--- src/rtl/rpr_pkg.sv ---
// Package for the random page replacement block.
// Holds the word types of both channels, the scan response type and fixed constants.
// No dependencies.
package rpr_pkg;

  // Fixed field widths
  localparam int PAGE_W   = 7;
  localparam int RAND_W   = 16;
  localparam int FRAME_W  = 8;
  localparam int HITS_W   = 32;
  localparam int COUNT_W  = 8;

  // Frame count after reset
  localparam logic [FRAME_W-1:0] FRAME_RESET = 8'd128;

  // Input word
  typedef struct packed {
    logic [PAGE_W-1:0] page;
    logic [RAND_W-1:0] random_value;
    logic              last_of_run;
  } rpr_in_t;

  // Result word
  typedef struct packed {
    logic               hit;
    logic               evicted_valid;
    logic [PAGE_W-1:0]  evicted_page;
    logic [HITS_W-1:0]  hit_total;
    logic [COUNT_W-1:0] resident_count;
    logic               run_end;
  } rpr_out_t;

  // Victim scan response
  typedef struct packed {
    logic              done;
    logic [PAGE_W-1:0] victim;
  } rpr_scan_rsp_t;

endpackage

--- src/rtl/rpr_scan.sv ---
// Victim scan unit: walks the present map eight pages per cycle and finds
// the k-th present page in ascending order. Depends on rpr_pkg.
module rpr_scan #(
  parameter int PAGE_COUNT = 128,
  parameter int RES_W      = 8
) (
  input  logic                    clk,
  input  logic                    rst_n,
  input  logic                    start,
  input  logic [RES_W-1:0]        k,
  input  logic [PAGE_COUNT-1:0]   map,
  output rpr_pkg::rpr_scan_rsp_t  rsp
);

  localparam int NCHUNK = (PAGE_COUNT + 7) / 8;
  localparam int CI_W   = (NCHUNK > 1) ? $clog2(NCHUNK) : 1;
  localparam int PAD_W  = (1 << CI_W) * 8;
  localparam int FI_W   = CI_W + 3;
  localparam int SUM_W  = RES_W + 4;

  logic              active_r, active_nxt;
  logic [CI_W-1:0]   idx_r, idx_nxt;
  logic [RES_W-1:0]  seen_r, seen_nxt;
  logic [RES_W-1:0]  k_r, k_nxt;
  logic              done_r, done_nxt;
  logic [rpr_pkg::PAGE_W-1:0] victim_r, victim_nxt;

  logic [PAD_W-1:0]  map_pad;
  logic [7:0]        chunk;
  logic [SUM_W-1:0]  pop;
  logic [SUM_W-1:0]  rem;
  logic [SUM_W-1:0]  cnt;
  logic [2:0]        pos;
  logic              found;
  logic [FI_W-1:0]   full_idx;
  logic [FI_W+rpr_pkg::PAGE_W-1:0] full_ext;

  // Select the current group of eight pages
  assign map_pad = PAD_W'(map);
  assign chunk   = map_pad[{idx_r, 3'b000} +: 8];
  assign rem     = SUM_W'(k_r) - SUM_W'(seen_r);

  // Count present pages in the group and locate the wanted one
  always_comb begin
    pop   = '0;
    cnt   = '0;
    pos   = '0;
    found = 1'b0;
    for (int i = 0; i < 8; i++) begin
      if (chunk[i]) begin
        if (!found && cnt == rem) begin
          pos   = 3'(i);
          found = 1'b1;
        end
        cnt = cnt + 1'b1;
        pop = pop + 1'b1;
      end
    end
  end

  assign full_idx = {idx_r, pos};
  assign full_ext = {{rpr_pkg::PAGE_W{1'b0}}, full_idx};

  // Advance one group per cycle, stop on the victim
  always_comb begin
    active_nxt = active_r;
    idx_nxt    = idx_r;
    seen_nxt   = seen_r;
    k_nxt      = k_r;
    done_nxt   = 1'b0;
    victim_nxt = victim_r;
    if (start) begin
      active_nxt = 1'b1;
      idx_nxt    = '0;
      seen_nxt   = '0;
      k_nxt      = k;
    end else if (active_r) begin
      if (found) begin
        active_nxt = 1'b0;
        done_nxt   = 1'b1;
        victim_nxt = full_ext[rpr_pkg::PAGE_W-1:0];
      end else begin
        idx_nxt  = idx_r + 1'b1;
        seen_nxt = seen_r + pop[RES_W-1:0];
      end
    end
  end

  always_ff @(posedge clk) begin
    if (!rst_n) begin
      active_r <= 1'b0;
      done_r   <= 1'b0;
    end else begin
      active_r <= active_nxt;
      done_r   <= done_nxt;
    end
    idx_r    <= idx_nxt;
    seen_r   <= seen_nxt;
    k_r      <= k_nxt;
    victim_r <= victim_nxt;
  end

  assign rsp.done   = done_r;
  assign rsp.victim = victim_r;

endmodule

--- src/rtl/random_page_replacement_top.sv ---
// Random page replacement: one reference in, one result word out per reference.
// Busy is high while a reference is processed; a hit, a fill or an ignored page
// keeps busy high for one cycle and the result strobe follows in the next cycle.
// An eviction runs the victim scan, which reads the present map eight pages per
// cycle; busy stays high through the kick and scan states until the scan reports its victim.
// The result word is shown for exactly one cycle on out_valid and is never held;
// the receiver must take it then. Configuration writes are taken only while idle.
// Depends on rpr_pkg and rpr_scan.
module random_page_replacement_top #(
  parameter int PAGE_COUNT = 128
) (
  input  logic               clk,
  input  logic               rst_n,
  input  logic               start,
  output logic               busy,
  input  rpr_pkg::rpr_in_t   in_data,
  output logic               out_valid,
  output rpr_pkg::rpr_out_t  out_data,
  input  logic               cfg_valid,
  output logic               cfg_ready,
  input  logic [rpr_pkg::FRAME_W-1:0] cfg_data
);

  localparam int RES_W  = $clog2(PAGE_COUNT + 1);
  localparam int PG_W   = (PAGE_COUNT > 2) ? $clog2(PAGE_COUNT) : 1;
  localparam int EXT_W  = PG_W + rpr_pkg::PAGE_W + 1;
  localparam int CMP_W  = ((RES_W > rpr_pkg::FRAME_W) ? RES_W : rpr_pkg::FRAME_W) + 1;
  localparam int PROD_W = rpr_pkg::RAND_W + RES_W;
  localparam int CNT_X  = RES_W + rpr_pkg::COUNT_W;

  localparam logic [1:0] S_IDLE   = 2'd0;
  localparam logic [1:0] S_DECIDE = 2'd1;
  localparam logic [1:0] S_KICK   = 2'd2;
  localparam logic [1:0] S_SCAN   = 2'd3;

  logic [1:0]                    state_r, state_nxt;
  logic [rpr_pkg::PAGE_W-1:0]    page_r, page_nxt;
  logic [rpr_pkg::RAND_W-1:0]    rnd_r, rnd_nxt;
  logic                          last_r, last_nxt;
  logic [RES_W-1:0]              k_r, k_nxt;
  logic [PAGE_COUNT-1:0]         map_r, map_nxt;
  logic [RES_W-1:0]              res_r, res_nxt;
  logic [rpr_pkg::HITS_W-1:0]    hits_r, hits_nxt;
  logic [rpr_pkg::FRAME_W-1:0]   frame_r, frame_nxt;
  logic                          out_valid_r, out_valid_nxt;
  rpr_pkg::rpr_out_t             out_r, out_nxt;

  rpr_pkg::rpr_scan_rsp_t        scan_rsp;
  logic                          scan_start;

  logic [EXT_W-1:0]              page_ext;
  logic [EXT_W-1:0]              victim_ext;
  logic [PG_W-1:0]               page_idx;
  logic [PG_W-1:0]               victim_idx;
  logic                          page_ok;
  logic [CMP_W-1:0]              frames_eff;
  logic [PROD_W-1:0]             prod;
  logic [CNT_X-1:0]              res_ext;
  logic                          fin, f_hit, f_ev;
  logic [rpr_pkg::PAGE_W-1:0]    f_evp;

  // Page and victim indexes into the map
  assign page_ext   = EXT_W'(page_r);
  assign victim_ext = EXT_W'(scan_rsp.victim);
  assign page_idx   = page_ext[PG_W-1:0];
  assign victim_idx = victim_ext[PG_W-1:0];
  assign page_ok    = page_ext < EXT_W'(PAGE_COUNT);

  // Clamp the frame count to one..PAGE_COUNT
  always_comb begin
    frames_eff = CMP_W'(frame_r);
    if (frame_r == '0) begin
      frames_eff = CMP_W'(1);
    end else if (CMP_W'(frame_r) > CMP_W'(PAGE_COUNT)) begin
      frames_eff = CMP_W'(PAGE_COUNT);
    end
  end

  // Victim rank from the random draw
  assign prod = PROD_W'(rnd_r) * PROD_W'(res_r);

  assign scan_start = (state_r == S_KICK);

  rpr_scan #(
    .PAGE_COUNT (PAGE_COUNT),
    .RES_W      (RES_W)
  ) u_scan (
    .clk   (clk),
    .rst_n (rst_n),
    .start (scan_start),
    .k     (k_r),
    .map   (map_r),
    .rsp   (scan_rsp)
  );

  // Sequencer and state update
  always_comb begin
    state_nxt     = state_r;
    page_nxt      = page_r;
    rnd_nxt       = rnd_r;
    last_nxt      = last_r;
    k_nxt         = k_r;
    map_nxt       = map_r;
    res_nxt       = res_r;
    hits_nxt      = hits_r;
    frame_nxt     = frame_r;
    out_valid_nxt = 1'b0;
    out_nxt       = out_r;
    fin           = 1'b0;
    f_hit         = 1'b0;
    f_ev          = 1'b0;
    f_evp         = '0;
    res_ext       = '0;

    if (cfg_valid && cfg_ready) begin
      frame_nxt = cfg_data;
    end

    case (state_r)
      S_IDLE: begin
        if (start) begin
          page_nxt  = in_data.page;
          rnd_nxt   = in_data.random_value;
          last_nxt  = in_data.last_of_run;
          state_nxt = S_DECIDE;
        end
      end
      S_DECIDE: begin
        if (!page_ok) begin
          fin = 1'b1;
        end else if (map_r[page_idx]) begin
          fin   = 1'b1;
          f_hit = 1'b1;
          if (hits_r != '1) begin
            hits_nxt = hits_r + 1'b1;
          end
        end else if (CMP_W'(res_r) < frames_eff) begin
          fin               = 1'b1;
          map_nxt[page_idx] = 1'b1;
          res_nxt           = res_r + 1'b1;
        end else begin
          k_nxt     = prod[PROD_W-1:rpr_pkg::RAND_W];
          state_nxt = S_KICK;
        end
      end
      S_KICK: begin
        state_nxt = S_SCAN;
      end
      S_SCAN: begin
        if (scan_rsp.done) begin
          fin                 = 1'b1;
          f_ev                = 1'b1;
          f_evp               = scan_rsp.victim;
          map_nxt[victim_idx] = 1'b0;
          map_nxt[page_idx]   = 1'b1;
        end
      end
      default: begin
        state_nxt = S_IDLE;
      end
    endcase

    // Emit the result word, then drop the run state on its last reference
    if (fin) begin
      res_ext                = CNT_X'(res_nxt);
      state_nxt              = S_IDLE;
      out_valid_nxt          = 1'b1;
      out_nxt.hit            = f_hit;
      out_nxt.evicted_valid  = f_ev;
      out_nxt.evicted_page   = f_evp;
      out_nxt.hit_total      = hits_nxt;
      out_nxt.resident_count = res_ext[rpr_pkg::COUNT_W-1:0];
      out_nxt.run_end        = last_r;
      if (last_r) begin
        map_nxt  = '0;
        res_nxt  = '0;
        hits_nxt = '0;
      end
    end
  end

  always_ff @(posedge clk) begin
    if (!rst_n) begin
      state_r     <= S_IDLE;
      map_r       <= '0;
      res_r       <= '0;
      hits_r      <= '0;
      frame_r     <= rpr_pkg::FRAME_RESET;
      out_valid_r <= 1'b0;
    end else begin
      state_r     <= state_nxt;
      map_r       <= map_nxt;
      res_r       <= res_nxt;
      hits_r      <= hits_nxt;
      frame_r     <= frame_nxt;
      out_valid_r <= out_valid_nxt;
    end
    page_r <= page_nxt;
    rnd_r  <= rnd_nxt;
    last_r <= last_nxt;
    k_r    <= k_nxt;
    out_r  <= out_nxt;
  end

  assign busy      = (state_r != S_IDLE);
  assign cfg_ready = (state_r == S_IDLE);
  assign out_valid = out_valid_r;
  assign out_data  = out_r;

endmodule

--- config.mk ---
export PLATFORM = sky130hd
export DESIGN_NAME = random_page_replacement_top
export DESIGN_NICKNAME = d
export VERILOG_FILES = /design/src/rtl/rpr_pkg.sv /design/src/rtl/rpr_scan.sv /design/src/rtl/random_page_replacement_top.sv
export SDC_FILE = /design/constraint.sdc
export NUM_CORES = 1
export LEC_CHECK = 0
export BUFFER_PORTS_ARGS = -buffer_cell sky130_fd_sc_hd__buf_2
export CORE_MARGIN = 2
export CORE_UTILIZATION = 45
export CTS_BUF_LIST = sky130_fd_sc_hd__clkbuf_8 sky130_fd_sc_hd__clkbuf_16
export DETAILED_ROUTE_END_ITERATION = 6
export PLACE_DENSITY = 0.64
export SETUP_SLACK_MARGIN = 0.2
export SLEW_MARGIN = 20
export SYNTH_ARGS = -nofsm -noshare
export SYNTH_HDL_FRONTEND = slang
export SYNTH_SLANG_ARGS = --single-unit
--- constraint.sdc ---
create_clock -name clk -period 10.3 [get_ports clk]
set_input_delay 0.515 -clock clk [delete_from_list [all_inputs] [get_ports clk]]
set_output_delay 0.515 -clock clk [all_outputs]
set_load 0.03 [all_outputs]
=== Yosys cells after proc, flatten, opt, wreduce, memory -nomap -nowiden ===
Cells that the tools add are included.

* Muxes and demuxes: 81
* Reduce and logical (&&, ||, !) cells: 31
* Shift-type cells: 1
* Equality and inequality tests: 15
* Bitwise logic cells: 10
* Add/subtract/negate cells: 12
* $lt $le $gt $ge: 7
* Multiply operators: 1

{| class="wikitable"
|+ Operators by type and width
! kind !! count
|-
| $mux W128 || 6
|-
| $or A128 B128 Y128 || 2
|-
| $pmux W128 S2 || 1
|-
| $mux W32 || 6
|-
| $and A128 B128 Y128 || 1
|-
| $not A128 Y128 || 1
|-
| $shiftx A128 B8 Y8 || 1
|-
| $eq A12 B12 Y1 || 6
|-
| $mux W12 || 6
|-
| $mux W8 || 9
|-
| $add A12 B1 Y12 const B || 5
|-
| $mux W3 || 13
|-
| $add A32 B1 Y32 const B || 1
|-
| $ne A32 B32 Y1 const B || 1
|-
| $mux W1 || 31
|-
| $lt A7 B8 Y1 const B || 3
|-
| $mul A16 B8 Y24 || 1
|-
| $add A8 B1 Y8 const B || 2
|-
| $demux W1 S7 || 2
|-
| $ge A7 B1 Y1 const B || 2
|-
| $eq A1 B12 Y1 || 1
|-
| $logic_not A12 Y1 || 1
|-
| $logic_and A1 B1 Y1 || 10
|-
| $lt A8 B9 Y1 || 1
|-
| other kinds (24) || 45
|}

* Register bits: 290
* Input port bits: 36
* Logic and storage cells: 180
* Output and inout port bits: 53

=== Longest topological paths before layout ===
* Depth after elaboration: 35
* Gate-level depth with buffers: 33
* Depth with buffers taken out: 29

=== Hierarchy ===
From an unflattened synthesis, not the netlist that was laid out.

* Cells, all modules: 1,999
* Area, all modules: 19,114.6 um^2

{| class="wikitable"
|+ By module, submodules not included
! module !! area each (um^2) !! instances !! cells an instance !! seq. area each (um^2)
|-
| random_page_replacement_top || 15,120.8 || 1 || 1,571 || 6,045.8
|-
| rpr_scan || 3,993.8 || 1 || 428 || 730.7
|}

=== Worst setup path before layout ===
OpenSTA, ideal clock, no wires.

* Path type: reg2reg
* Start point: register u_scan.idx_r[0]
* End point: register u_scan.seen_r[7]
* Setup slack: 3,141 ps
* Stages on the path, launching flop included: 31
* Path buffers: 4
* Arrival time: 7,027 ps
* Clock period less this slack: 7,159 ps
* Library setup time: 132 ps
* Required time: 10,168 ps
* Cells stage by stage: dfxtp_1 > buf_2 > buf_2 > buf_1 > mux4_2 > mux4_2 > inv_1 > ha_1 > clkbuf_1 > or3_1 > nand3_1 > o21ai_0 > ha_1 > nand2_1 > o311ai_1 > ha_1 > mux2_2 > ha_1 > inv_1 > a21oi_1 > ha_1 > mux2_2 > ha_1 > a21o_1 > a21o_1 > a21o_1 > a21oi_1 > o21bai_1 > a21oi_1 > or4_1 > a21oi_1

* Longest elaborated chain between the ends: 32
* Elaborated cells between the ends (all ways): 55
* Those cells by class: add/sub: 8; eq/ne: 7; shift: 1; mux: 23; bitwise: 1; reduce/logical: 15

{| class="wikitable"
|+ RTL lines
! what !! RTL line !! text
|-
| start: declaration || rpr_scan.sv:22 || <nowiki>logic [CI_W-1:0] idx_r, idx_nxt;</nowiki>
|-
| start signal: assignment || rpr_scan.sv:97 || <nowiki>idx_r <= idx_nxt;</nowiki>
|-
| $shiftx A128 B8 Y8 (*) || rpr_scan.sv:40 || <nowiki>assign chunk = map_pad[{idx_r, 3'b000} +: 8];</nowiki>
|-
| branches (longest 31 deep; another with $add A12 B1 Y12) || -- ||
|-
| end signal: assignment || rpr_scan.sv:98 || <nowiki>seen_r <= seen_nxt;</nowiki>
|-
| end: declaration || rpr_scan.sv:23 || <nowiki>logic [RES_W-1:0] seen_r, seen_nxt;</nowiki>
|}

Every way passes the cells marked *.
A chain may end at the register's enable or synchronous reset.

=== Final worst setup path ===
* Start point: register u_scan.idx_r[0]
* End point: register u_scan.victim_r[6] in the netlist's numbering (enable)

* Longest elaborated chain between the ends: 31
* Elaborated cells between the ends (all ways): 51
* Those cells by class: add/sub: 6; eq/ne: 7; shift: 1; mux: 22; reduce/logical: 15

{| class="wikitable"
|+ RTL lines
! what !! RTL line !! text
|-
| $shiftx A128 B8 Y8 (*) || rpr_scan.sv:40 ||
|-
| branches (longest 28 deep; another with $add A12 B1 Y12) || -- ||
|-
| $mux W1 (*) || rpr_scan.sv:50 || <nowiki>if (chunk[i]) begin</nowiki>
|-
| $reduce_and A3 Y1 (no line) (*) || -- ||
|-
| end signal: assignment || rpr_scan.sv:100 || <nowiki>victim_r <= victim_nxt;</nowiki>
|-
| end: declaration || rpr_scan.sv:26 || <nowiki>logic [rpr_pkg::PAGE_W-1:0] victim_r, victim_nxt;</nowiki>
|}

Marked as above.

==> summary.txt <==
Critical path
  • Worst Path Required: 10480 ps
  • Critical path fanouts, max: 19
  • Max stage delay on crit path: around 950 ps
  • CP Class: flop to flop
  • Crit-path slowest cell: dfxtp_1
  • Worst Path Buf+Inv: 3
  • CP arrival: about 8000 ps
  • CP most frequent cell: ha_1
  • Crit path max-delay family: simple AND/OR/NAND/NOR gates
  • Setup crit end kind: flop
  • Worst setup SP type: flop
  • Cells along the critical path: buf_4 -> mux4_2 -> mux4_2 -> inv_1 -> ha_1 -> or3_1 -> nand3_1 -> o21ai_0 -> ha_1 -> nand2_1 -> o311ai_1 -> ha_1 -> nand2_1 -> inv_1 -> xnor2_2 -> a311oi_4 -> xnor3_1 -> nor4_4 -> nor2_1 -> a21oi_1

Layout
  • Design Area, Final: around 21000 um2
  • Nets@finish: approximately 2200
  • Fin util: 0.509
  • Area delta synth->final: 11.4%
  • Commonest non-fill, non-tap cells in the layout: dfxtp_1 (193), nand3_1 (165), a21oi_1 (165)
  • Filler Cells Inserted: 3797
  • # diodes: 0
  • Most common cell after layout, fill and taps aside: dfxtp_1
  • Fraction of layout cells with a size suffix above 1: 0.124

GRT
  • GR Util All Layers: 0.256
  • Initial antenna violation count: 1
  • Largest net degree at the start of global routing: 67
  • First-pass GRT wire length: roughly 90000 um
  • Vias in the first global route: around 16000
  • Gr ovfl total: 0

Pwr
  • NetSw: between 1.5 and 2 mW
  • Int Pwr: about 2.6 mW
  • Power, Total: 4.27 mW
  • Clock power frac: 0.314
  • Sw Share: 0.387
  • Leakage: around 8.2 nW
  • Comb pwr share: 0.341
  • Pwr/cell area: around 210 nW/um2
  • Worst vdd ir: 0.000192 V
  • Reg power frac: 0.345

Floorplanning
  • I/O pin cnt: 89
  • Core area: 40900 um2
  • Num rows: between 70 and 80
  • Height of the die: a little over 200 um
  • Initial Util: 0.457
  • Total die area: roughly 43000 um2
  • Die width: roughly 210 um

Timing
  • Period utilization: 0.758
  • Hold Vio Cnt, Final: 0
  • Worst-Margin Slew: approximately 1200 ps
  • Setup tns final: 0 ps
  • Tmin final: roughly 7800 ps
  • Post-route setup slack: 2500 ps
  • Setup violators final: 0
  • Max-slew violations: 0
  • RSZ-0062 raised after global routing: no
  • Fmax: between 0.1 and 0.15 GHz
  • Setup skew after layout: 22.3 ps
  • Rel. slew slack: 0.189

CTS
  • CTS Hold Bufs: 0
  • CTS Buf Count: 35
  • Cts repair resizes: 0
  • Bufs on Longest Clock Path: 3
  • CTS tree: done
  • CTS sink count: just under 300
  • H-tree depth: 2
  • Worst skew pair latency: around 560 ps
  • Post-CTS Setup Inserts: 0
  • Clock root buffer: clkbuf_16
  • Clock slew at reported path FFs: 60 ps

Min path
  • HP Class: primary input to flop

Logic synthesis
  • Mean Syn Cell Area: around 9.4 um2
  • Cells after Synth: just under 2000
  • Ys async rst share: 0
  • Register area share after synthesis: 0.362
  • Number of library cell types mapped by synthesis: 85
  • Cell area after synthesis: ~19000 um2
  • Yosys warnings: 0
  • Prevailing post-synth register cell: dfxtp_1
  • Post-synth EDFFs: 97
  • Flip-flop and latch count after synthesis: 290

Routing
  • Via count: about 16000
  • Drc violations: 0
  • Final ANT Viol Nets: 0
  • Pre-antenna DRT Iters: 6
  • Total Wirelength: about 56000 um
  • Starting DRT DRC Count: between 1500 and 2000
  • DR WL/cell: between 20 and 25 um
  • Vias/cell: around 6

Placed design
  • Placement Cell Area: 19500 um2
  • Port buffer count: 88
  • Pre-CTS WS: 2490 ps
  • GPL Wtd Cong: between 0.9 and 1
  • HPWL after DPL: approximately 38000 um

Status
  • Status: complete, no violations

Flow run
  • Total of max-cap violations: 0
## routing by layer
layer	track usage	wire length, um	vias up
li1	-	-	7082
met1	0.344	23100	7686
met2	0.389	24800	780
met3	0.0635	5500	147
met4	0.119	2490	0
met5	0	0	-
## cell families (layout without fill, tap and decap cells)
kind of cell             after synthesis  after routing  share of synthesized area
XOR/XNOR                              84             84                     0.0438
multiplexers                          91             91                     0.0769
buffers and inverters                254            309                     0.0533
flip-flops                           290            290                      0.362
other                                  1              2                   0.000201
AND/OR/NAND/NOR                      631            631                      0.169
AO/OA/AOI/OAI                        464            464                      0.150
adder cells (fa/ha/maj)              165            165                      0.144
## state kept, by name, indices dropped and copies added, names as in the netlist
register         flops
hits_r              32
u_scan.seen_r        8
out_data            50
res_r                8
frame_r              8
u_scan.idx_r         4
k_r                  8
u_scan.k_r           8
u_scan.done_r        1
last_r               1
u_scan.active_r      1
out_valid            1
map_r              128
state_r              2
page_idx             7
rnd_r               16
u_scan.victim_r      7
## area by class of cell
cell class / count / area, um2 / area share
multi-input cells: 1437 / 11000 / 0.528
flip-flops and latches: 290 / 6780 / 0.325
clock buffers: 40 / 945 / 0.0454
well taps: 532 / 666 / 0.0320
repair buffers: 109 / 618 / 0.0297
inverters: 136 / 512 / 0.0246
clock inverters: 24 / 323 / 0.0155
## worst reg2reg max path: cells and delay by family, from the launching register on
| family | cells | cell delay [ps] |
|---|---|---|
| xor+xnor | 2 | 730 |
| buf+inv | 3 | 640 |
| flops | 1 | 950 |
| compound gates | 4 | 1310 |
| mux | 2 | 1070 |
| simple gates | 6 | 1670 |
| fa+ha+maj | 3 | 1070 |
## final timing paths
| kind | start | to | slack (ps) | cells after the start |
|---|---|---|---|---|
| setup / recovery | u_scan.idx_r[0] | u_scan.victim_r[6] | 2500 | 20 |
| hold / removal | in_data[22] | page_idx[5] | 130 | 1 |
| setup reg to reg | u_scan.idx_r[0] | u_scan.victim_r[6] | 2500 | 20 |
| hold reg to reg | k_r[0] | u_scan.k_r[0] | 420 | 0 |
## cell usage after synthesis (all sizes together) (14+ instances only)
cell,count,share of area
dfxtp,193,0.21
a21oi,167,0.045
nand3,165,0.044
nand2,158,0.032
o21ai,155,0.041
inv,133,0.027
edfxtp,97,0.16
clkbuf,89,0.018
fa,85,0.091
ha,79,0.053
nor2,76,0.015
and2,66,0.022
nor2b,58,0.019
xnor2,50,0.024
mux4,40,0.048
mux2i,30,0.016
xor2,30,0.015
buf,29,0.0081
nor3,28,0.0075
mux2,21,0.013
a221oi,17,0.0080
a22oi,16,0.0064
or3,16,0.0054
nand4,15,0.0050
a21o,14,0.0056
and3,14,0.0047
## power groups by stage
stage	Sequential (mW)	Clock, mW	Combinational (mW)
6_report	1.47	1.34	1.46
2_1_floorplan	1.56	0	0.937
4_1_cts	1.47	1.37	1.43
5_1_grt	1.48	1.41	1.58
3_3_place_gp	1.49	0	1.40
3_5_place_dp	1.49	0	1.42
## metrics by stage
stage                     cells  hold WS [ps]
after CTS                  2567           103
after global placement     2503           402
after floorplan            1981           400
final                      2568           129
after detailed placement   2503           405
after global routing       2568           112
Power figures use the tool's default switching activity.
